===== config.mk =====
export PLATFORM = sky130hd
export DESIGN_NAME = stop_and_wait_sender
export DESIGN_NICKNAME = d
export VERILOG_FILES = /design/src/hw/rtl/sws_pkg.sv /design/src/hw/rtl/stop_and_wait_sender.sv /design/src/hw/rtl/sws_queue.sv /design/src/hw/rtl/sws_skid.sv
export SDC_FILE = /design/constraint.sdc
export NUM_CORES = 2
export LEC_CHECK = 0
export BUFFER_PORTS_ARGS = -buffer_cell sky130_fd_sc_hd__buf_2
export CORE_MARGIN = 1.5
export CORE_UTILIZATION = 50
export DETAILED_ROUTE_END_ITERATION = 16
export GPL_TIMING_DRIVEN = 0
export PLACE_DENSITY = 0.65
export SLEW_MARGIN = 30
export SYNTH_ARGS = -nofsm -noshare
export SYNTH_HDL_FRONTEND = slang
export SYNTH_HIERARCHICAL = 1
export SYNTH_SLANG_ARGS = --single-unit

===== constraint.sdc =====
create_clock -name aclk -period 16.1 [get_ports aclk]
set_input_delay 0 -clock aclk [delete_from_list [all_inputs] [get_ports aclk]]
set_output_delay 0 -clock aclk [all_outputs]
set_load 0.05 [all_outputs]

===== src/hw/rtl/sws_pkg.sv =====
// Shared types and codes for the stop-and-wait sender.
package sws_pkg;

    // Item kinds on the input channel
    localparam logic [1:0] FUNC_TICK    = 2'd0;
    localparam logic [1:0] FUNC_ARRIVAL = 2'd1;
    localparam logic [1:0] FUNC_CTRL    = 2'd2;

    // Control message codes
    localparam logic [1:0] CTRL_ACCEPT = 2'd0;
    localparam logic [1:0] CTRL_ACK    = 2'd1;

    // Result actions
    localparam logic [1:0] ACT_NEW    = 2'd0;
    localparam logic [1:0] ACT_RESEND = 2'd1;
    localparam logic [1:0] ACT_DROP   = 2'd2;

    // Configuration register indexes
    localparam int          CFG_IDX_W   = 1;
    localparam logic [0:0]  CFG_TIMEOUT = 1'd0;
    localparam logic [0:0]  CFG_QLIMIT  = 1'd1;

    localparam int DATA_W  = 32;
    localparam int DUR_W   = 16;
    localparam int LIMIT_W = 7;

    // One queued packet
    typedef struct packed {
        logic [DATA_W-1:0] data;
        logic [DUR_W-1:0]  len;
    } slot_t;

    // One result transaction
    typedef struct packed {
        logic [1:0]        action;
        logic              is_request;
        logic [DATA_W-1:0] data;
        logic [DUR_W-1:0]  duration;
    } res_t;

endpackage


===== src/hw/rtl/stop_and_wait_sender.sv =====
// Stop-and-wait sender top level: link control, queue pointers and timers.
//
// The block takes one transaction per clock while not stalled (tick, packet
// arrival or control message) and yields at most one result for it, which
// is registered in the output buffer before the m_ channel. Each item updates
// the control registers; a queued arrival writes the packet queue memory and
// a pop reads it, with the read issued ahead at the next head address, so a
// pop finds its entry ready. Results pass through a two-entry output buffer,
// so input stalls only while two results are waiting to be taken. After
// reset the first tick sends a zero-duration connection request.
module stop_and_wait_sender #(
    parameter int QUEUE_DEPTH = 64
) (
    input  logic                          aclk,
    input  logic                          aresetn,
    // configuration
    input  logic                          cfg_wr_en,
    input  logic [sws_pkg::CFG_IDX_W-1:0] cfg_index,
    input  logic [sws_pkg::DUR_W-1:0]     cfg_wdata,
    // input channel
    input  logic                          s_valid,
    output logic                          s_ready,
    input  logic [1:0]                    s_func,
    input  logic [sws_pkg::DATA_W-1:0]    s_pkt_data,
    input  logic [sws_pkg::DUR_W-1:0]     s_pkt_duration,
    input  logic [1:0]                    s_ctrl_code,
    // result channel
    output logic                          m_valid,
    input  logic                          m_ready,
    output logic [1:0]                    m_action,
    output logic                          m_is_request,
    output logic [sws_pkg::DATA_W-1:0]    m_out_data,
    output logic [sws_pkg::DUR_W-1:0]     m_out_duration
);

    localparam int ADDR_W = $clog2(QUEUE_DEPTH);
    localparam int CNT_W  = $clog2(QUEUE_DEPTH + 1);
    localparam int CMP_W  = (CNT_W > sws_pkg::LIMIT_W) ? CNT_W : sws_pkg::LIMIT_W;
    localparam int DUR_W  = sws_pkg::DUR_W;

    typedef enum logic [1:0] {
        ACK_NAK,
        ACK_OK,
        ACK_PENDING
    } ack_t;

    // Configuration
    logic [DUR_W-1:0]            timeout_reg;
    logic [sws_pkg::LIMIT_W-1:0] limit_reg;

    always_ff @(posedge aclk) begin
        if (!aresetn) begin
            timeout_reg <= DUR_W'(1000);
            limit_reg   <= sws_pkg::LIMIT_W'(64);
        end else if (cfg_wr_en) begin
            case (cfg_index)
                sws_pkg::CFG_TIMEOUT: timeout_reg <= cfg_wdata;
                sws_pkg::CFG_QLIMIT:  limit_reg   <= cfg_wdata[sws_pkg::LIMIT_W-1:0];
                default: ;
            endcase
        end
    end

    // Control state
    logic [ADDR_W-1:0]         head_reg, head_next;
    logic [ADDR_W-1:0]         tail_reg, tail_next;
    logic [CNT_W-1:0]          count_reg, count_next;
    logic [sws_pkg::DATA_W-1:0] last_data_reg, last_data_next;
    logic [DUR_W-1:0]          last_len_reg, last_len_next;
    logic                      last_req_reg, last_req_next;
    ack_t                      ack_reg, ack_next;
    logic                      link_reg, link_next;
    logic                      req_pend_reg, req_pend_next;
    logic [DUR_W-1:0]          busy_reg, busy_next;
    logic [DUR_W-1:0]          age_reg, age_next;

    logic            accept;
    logic            drop;
    logic            mem_wr;
    sws_pkg::slot_t  wr_slot;
    sws_pkg::slot_t  head_slot;
    logic            res_valid;
    sws_pkg::res_t   res;
    logic            res_ready;
    sws_pkg::res_t   out_res;

    logic [DUR_W-1:0] age_inc;
    logic [DUR_W-1:0] busy_dec;

    assign s_ready = res_ready;
    assign accept  = s_valid && s_ready;

    assign age_inc  = (age_reg != '1) ? age_reg + 1'b1 : age_reg;
    assign busy_dec = (busy_reg != '0) ? busy_reg - 1'b1 : busy_reg;
    assign drop     = (link_reg && (CMP_W'(count_reg) >= CMP_W'(limit_reg)))
                   || (count_reg == CNT_W'(QUEUE_DEPTH));

    assign wr_slot.data = s_pkt_data;
    assign wr_slot.len  = s_pkt_duration;

    // Per-transaction next state and result
    always_comb begin
        head_next      = head_reg;
        tail_next      = tail_reg;
        count_next     = count_reg;
        last_data_next = last_data_reg;
        last_len_next  = last_len_reg;
        last_req_next  = last_req_reg;
        ack_next       = ack_reg;
        link_next      = link_reg;
        req_pend_next  = req_pend_reg;
        busy_next      = busy_reg;
        age_next       = age_reg;
        mem_wr         = 1'b0;
        res_valid      = 1'b0;
        res.action     = sws_pkg::ACT_NEW;
        res.is_request = 1'b0;
        res.data       = '0;
        res.duration   = '0;

        if (accept) begin
            case (s_func)
                sws_pkg::FUNC_TICK: begin
                    age_next = age_inc;
                    if (req_pend_reg) begin
                        req_pend_next  = 1'b0;
                        res_valid      = 1'b1;
                        res.is_request = 1'b1;
                    end else begin
                        busy_next = busy_dec;
                        if (busy_dec == '0) begin
                            if (link_reg && ack_reg == ACK_OK) begin
                                if (count_reg != '0) begin
                                    res_valid    = 1'b1;
                                    res.data     = head_slot.data;
                                    res.duration = head_slot.len;
                                    count_next   = count_reg - 1'b1;
                                    head_next    = (head_reg == ADDR_W'(QUEUE_DEPTH - 1))
                                                 ? '0 : head_reg + 1'b1;
                                end
                            end else if (ack_reg == ACK_NAK || age_inc >= timeout_reg) begin
                                res_valid      = 1'b1;
                                res.action     = sws_pkg::ACT_RESEND;
                                res.is_request = last_req_reg;
                                res.data       = last_data_reg;
                                res.duration   = last_len_reg;
                            end
                        end
                    end
                    // any send records the packet and restarts the timers
                    if (res_valid) begin
                        last_data_next = res.data;
                        last_len_next  = res.duration;
                        last_req_next  = res.is_request;
                        ack_next       = ACK_PENDING;
                        busy_next      = res.duration;
                        age_next       = '0;
                    end
                end
                sws_pkg::FUNC_ARRIVAL: begin
                    if (drop) begin
                        res_valid    = 1'b1;
                        res.action   = sws_pkg::ACT_DROP;
                        res.data     = s_pkt_data;
                        res.duration = s_pkt_duration;
                    end else begin
                        mem_wr     = 1'b1;
                        count_next = count_reg + 1'b1;
                        tail_next  = (tail_reg == ADDR_W'(QUEUE_DEPTH - 1))
                                   ? '0 : tail_reg + 1'b1;
                    end
                end
                sws_pkg::FUNC_CTRL: begin
                    if (!link_reg && s_ctrl_code == sws_pkg::CTRL_ACCEPT) begin
                        ack_next  = ACK_OK;
                        link_next = 1'b1;
                    end else begin
                        ack_next = (s_ctrl_code == sws_pkg::CTRL_ACK) ? ACK_OK : ACK_NAK;
                    end
                end
                default: ;
            endcase
        end
    end

    // State registers
    always_ff @(posedge aclk) begin
        if (!aresetn) begin
            head_reg      <= '0;
            tail_reg      <= '0;
            count_reg     <= '0;
            last_data_reg <= '0;
            last_len_reg  <= '0;
            last_req_reg  <= 1'b1;
            ack_reg       <= ACK_PENDING;
            link_reg      <= 1'b0;
            req_pend_reg  <= 1'b1;
            busy_reg      <= '0;
            age_reg       <= '0;
        end else begin
            head_reg      <= head_next;
            tail_reg      <= tail_next;
            count_reg     <= count_next;
            last_data_reg <= last_data_next;
            last_len_reg  <= last_len_next;
            last_req_reg  <= last_req_next;
            ack_reg       <= ack_next;
            link_reg      <= link_next;
            req_pend_reg  <= req_pend_next;
            busy_reg      <= busy_next;
            age_reg       <= age_next;
        end
    end

    // Queue memory; read runs at the upcoming head so data is ready next cycle
    sws_queue #(
        .DEPTH  (QUEUE_DEPTH),
        .ADDR_W (ADDR_W)
    ) u_queue (
        .aclk    (aclk),
        .aresetn (aresetn),
        .wr_en   (mem_wr),
        .wr_addr (tail_reg),
        .wr_data (wr_slot),
        .rd_addr (head_next),
        .rd_data (head_slot)
    );

    // Result output buffer
    sws_skid u_skid (
        .aclk      (aclk),
        .aresetn   (aresetn),
        .in_valid  (res_valid),
        .in_ready  (res_ready),
        .in_data   (res),
        .out_valid (m_valid),
        .out_ready (m_ready),
        .out_data  (out_res)
    );

    assign m_action       = out_res.action;
    assign m_is_request   = out_res.is_request;
    assign m_out_data     = out_res.data;
    assign m_out_duration = out_res.duration;

    // Checks
    a_count_bound: assert property (@(posedge aclk) disable iff (!aresetn)
        count_reg <= CNT_W'(QUEUE_DEPTH))
        else $error("queue count above depth");

    a_request_once: assert property (@(posedge aclk) disable iff (!aresetn)
        (accept && s_func == sws_pkg::FUNC_TICK && req_pend_reg) |=> !req_pend_reg)
        else $error("connection request still pending after its tick");

    a_push_fills: assert property (@(posedge aclk) disable iff (!aresetn)
        (accept && s_func == sws_pkg::FUNC_ARRIVAL && !drop) |=> (count_reg != '0))
        else $error("queued arrival left queue empty");

endmodule


===== src/hw/rtl/sws_queue.sv =====
// Packet queue memory with registered read and write-to-read forwarding.
module sws_queue #(
    parameter int DEPTH  = 64,
    parameter int ADDR_W = 6
) (
    input  logic                 aclk,
    input  logic                 aresetn,
    input  logic                 wr_en,
    input  logic [ADDR_W-1:0]    wr_addr,
    input  sws_pkg::slot_t       wr_data,
    input  logic [ADDR_W-1:0]    rd_addr,
    output sws_pkg::slot_t       rd_data
);

    sws_pkg::slot_t mem [DEPTH];
    sws_pkg::slot_t rd_q_reg;
    sws_pkg::slot_t byp_data_reg;
    logic           byp_valid_reg;

    // Storage write and registered read
    always_ff @(posedge aclk) begin
        if (wr_en) begin
            mem[wr_addr] <= wr_data;
        end
        rd_q_reg <= mem[rd_addr];
    end

    // Same-cycle write to the entry being read: memory returns old data, so forward
    always_ff @(posedge aclk) begin
        if (!aresetn) begin
            byp_valid_reg <= 1'b0;
        end else begin
            byp_valid_reg <= wr_en && (wr_addr == rd_addr);
        end
        byp_data_reg <= wr_data;
    end

    assign rd_data = byp_valid_reg ? byp_data_reg : rd_q_reg;

endmodule


===== src/hw/rtl/sws_skid.sv =====
// Two-entry output register with skid stage for the result channel.
module sws_skid (
    input  logic          aclk,
    input  logic          aresetn,
    input  logic          in_valid,
    output logic          in_ready,
    input  sws_pkg::res_t in_data,
    output logic          out_valid,
    input  logic          out_ready,
    output sws_pkg::res_t out_data
);

    sws_pkg::res_t main_reg;
    sws_pkg::res_t skid_reg;
    logic          main_valid_reg;
    logic          skid_valid_reg;

    assign in_ready  = !skid_valid_reg;
    assign out_valid = main_valid_reg;
    assign out_data  = main_reg;

    // Main slot refills from skid first, else from the new transaction
    always_ff @(posedge aclk) begin
        if (!aresetn) begin
            main_valid_reg <= 1'b0;
            skid_valid_reg <= 1'b0;
        end else if (out_ready || !main_valid_reg) begin
            if (skid_valid_reg) begin
                main_reg       <= skid_reg;
                main_valid_reg <= 1'b1;
                skid_valid_reg <= 1'b0;
            end else begin
                main_reg       <= in_data;
                main_valid_reg <= in_valid;
            end
        end else if (in_valid && !skid_valid_reg) begin
            skid_reg       <= in_data;
            skid_valid_reg <= 1'b1;
        end
    end

endmodule


==> run metrics <==
crit path time final 8590 ps; Crit. End Element flop; Syn Area/Cell 20.9 um2; max FFs per register 3072; DPL Wire Length 301000 um; clock latency on the worst-skew pair 900 ps; RSZ-0062 raised after global routing no; share of layout cells above drive strength 1 0.281; peak supply drop 0.0929 mV; initial antenna violation count 26; Layout Area Growth over Synthesis 19.7%; CTS Sinks 3400; Hold Slack 72.3 ps; core area 260000 um2; CP Buf/Inv Count 4; WL per Instance 40.1 um; syn nets 6374; Post-Synth Simple-Gate Area 0.0227; post-synth top area cell edfxtp_1; Nets 7289; # rows 187; largest family of logic cells by synthesized area multiplexers; die span in x 514 um; Post-Synth Adder-Cell Area 0.00322; total congestion overflow 0; FMAX 116 MHz; CP cell instances inv_1, ha_1, nor3b_1, nand4_1, mux2i_1, or4_4, or4b_4, buf_6, nor4_1, o21a_1, clkbuf_1, clkbuf_1, nand3b_1, o221ai_1, a21oi_1, a21oi_1, a221oi_1; status finished, final reports clean; fin crit share 0.534; vias in the first global route 72.6k; Die Span Y 514 um; CP peak stage delay 1070 ps; final hold vios 0; Die Footprint 264000 um2; CTS Buf Count 348; largest net degree at the start of global routing 67; drt first pass iters 9; post-synthesis sequential area ratio 0.764; Fin Clk Skew 80.4 ps; max_slew headroom 0.178; Worst Setup Path Type reg -> reg; CP max FO 10; Critical Path Source Type flop; CTS tree built; commonest non-fill, non-tap cells in the layout edfxtp_1 (3174), mux4_2 (764), clkbuf_16 (356); Slew Limit Fails 0; compound-cell area share of the yosys netlist 0.0439; buffers added on ports 123; DRC viols 0; TNS Setup 0 ps; Crit-path slowest cell nand3b_1; gr usage total 0.329; first-pass GRT wire length 592000 um; Primary FF master, synth edfxtp_1; CP delay by family, top simple AND/OR/NAND/NOR gates; Arr. time, crit path 9290 ps; DR vias 75.3k; ANT nets after route 0; most common cell after layout, fill and taps aside edfxtp_1; deepest clock path buffer count 4; placed instance count 10.1k; slew of the pin with the lowest slew margin 1230 ps; type of the tightest min-delay check in -> reg; initial DRC count 12.9k; Root Driver clkbuf_16; Reg clk slew, reported paths 60 ps; routed vias/inst 6.92; Syn. warnings 6; leakage 0.0491 uW; ys async rst share 0; Final Setup Violations 0; Starting Density 0.503; Final GP Congestion 0.927; EDFF count, synth 3174; Yosys top cell area share 0.729; max_cap viols 0; PD cells 116 nW/um2; Detailed Route WL 437000 um; Critical Path RT 16800 ps; Ports 127; cell area after synthesis 131000 um2; xor-xnor portion of the synthesized cell area 0.00188; CTS H-tree depth 5; register bit total from synthesis 3400; mux share of post-synthesis cell area 0.148; post-synthesis cell count 6267; synth top area cells edfxtp_1 (73%), mux4_2 (13%), dfxtp_1 (3.5%), a22o_1 (0.76%), a221oi_1 (0.75%); synth unique cells 81; non-filler cells, final 10.9k
kinds of logic (layout without fill, tap and decap cells):
kind of cell	count (synthesis)	count (layout)
buffers and inverters	429	1624
multiplexers	946	946
XOR/XNOR	28	28
AO/OA/AOI/OAI	828	828
other	0	20
AND/OR/NAND/NOR	603	603
flip-flops	3400	3400
adder cells (fa/ha/maj)	33	33
Yosys cell counts (all sizes together) (19+ instances only):
cell	count
edfxtp	3174
mux4	764
dfxtp	226
nor2	220
buf	194
clkbuf	192
a21oi	190
nand2	121
a22o	113
a221oi	112
mux2	109
o21ai	103
o22ai	100
a22oi	98
nand3	84
mux2i	73
inv	43
o221ai	39
ha	32
nand4b	27
nand4	23
xnor2	20
nor2b	19
path summary, 6_finish.rpt:
check | from | end | slack, ps | cells past startpoint
worst min register to register | last_data_reg[28] | last_data_reg[28] | 460 | 2
worst max-delay path | busy_reg[0] | u_queue/rd_q_reg[24] | 7510 | 17
worst max register to register | busy_reg[0] | u_queue/rd_q_reg[24] | 7510 | 17
worst min-delay path | aresetn | u_queue/byp_valid_reg | 70 | 4
metal layers:
metal / part of all wire / GRT usage / vias up
li1: - / - / 28300
met1: 0.35 / 0.432 / 39400
met2: 0.45 / 0.501 / 6204
met3: 0.14 / 0.0963 / 1434
met4: 0.065 / 0.169 / 4
met5: 0.000059 / 0 / -
worst min-delay path, cell delays in order:
cell,delay [ps]
dlygate4sd3_1,530
buf_2,190
nand3_1,120
nor4_1,70
through the flow:
stage / instance area (um2) / utilization / total power [uW] / setup slack, ps
floorplan: 131000 / - / 9980 / 7690
global placement: 136000 / 0.522 / 10200 / 2870
detailed placement: 144000 / 0.554 / 10200 / 7940
CTS: 156000 / 0.602 / 18200 / 7960
global route: 156000 / 0.603 / 18500 / 7700
finish: 157000 / 0.603 / 18100 / 7510
power breakdown:
part	switching (uW)	internal, uW
clock network	3410	4700
logic	266	78.6
registers	11.3	9670
total	3690	14500
final cells by class:
| class | count | area (um2) |
|---|---|---|
| clock buffers | 438 | 9250 |
| repair buffers | 565 | 9590 |
| well taps | 3402 | 4260 |
| flip-flops and latches | 3400 | 99800 |
| inverters | 43 | 161 |
| clock inverters | 192 | 2080 |
| plain buffers | 386 | 2060 |
| multi-input cells | 2438 | 29200 |
| diodes | 20 | 50.0 |
| fillers | 17800 | 103000 |
what timing repair did:
item | in CTS | in global routing
hold buffers | 118 | 0
endpoints found under the hold margin | 3253 | 0
setup buffers | 0 | 0
resized for setup | 0 | 0
No activity file was read; power rests on OpenSTA's default activity.
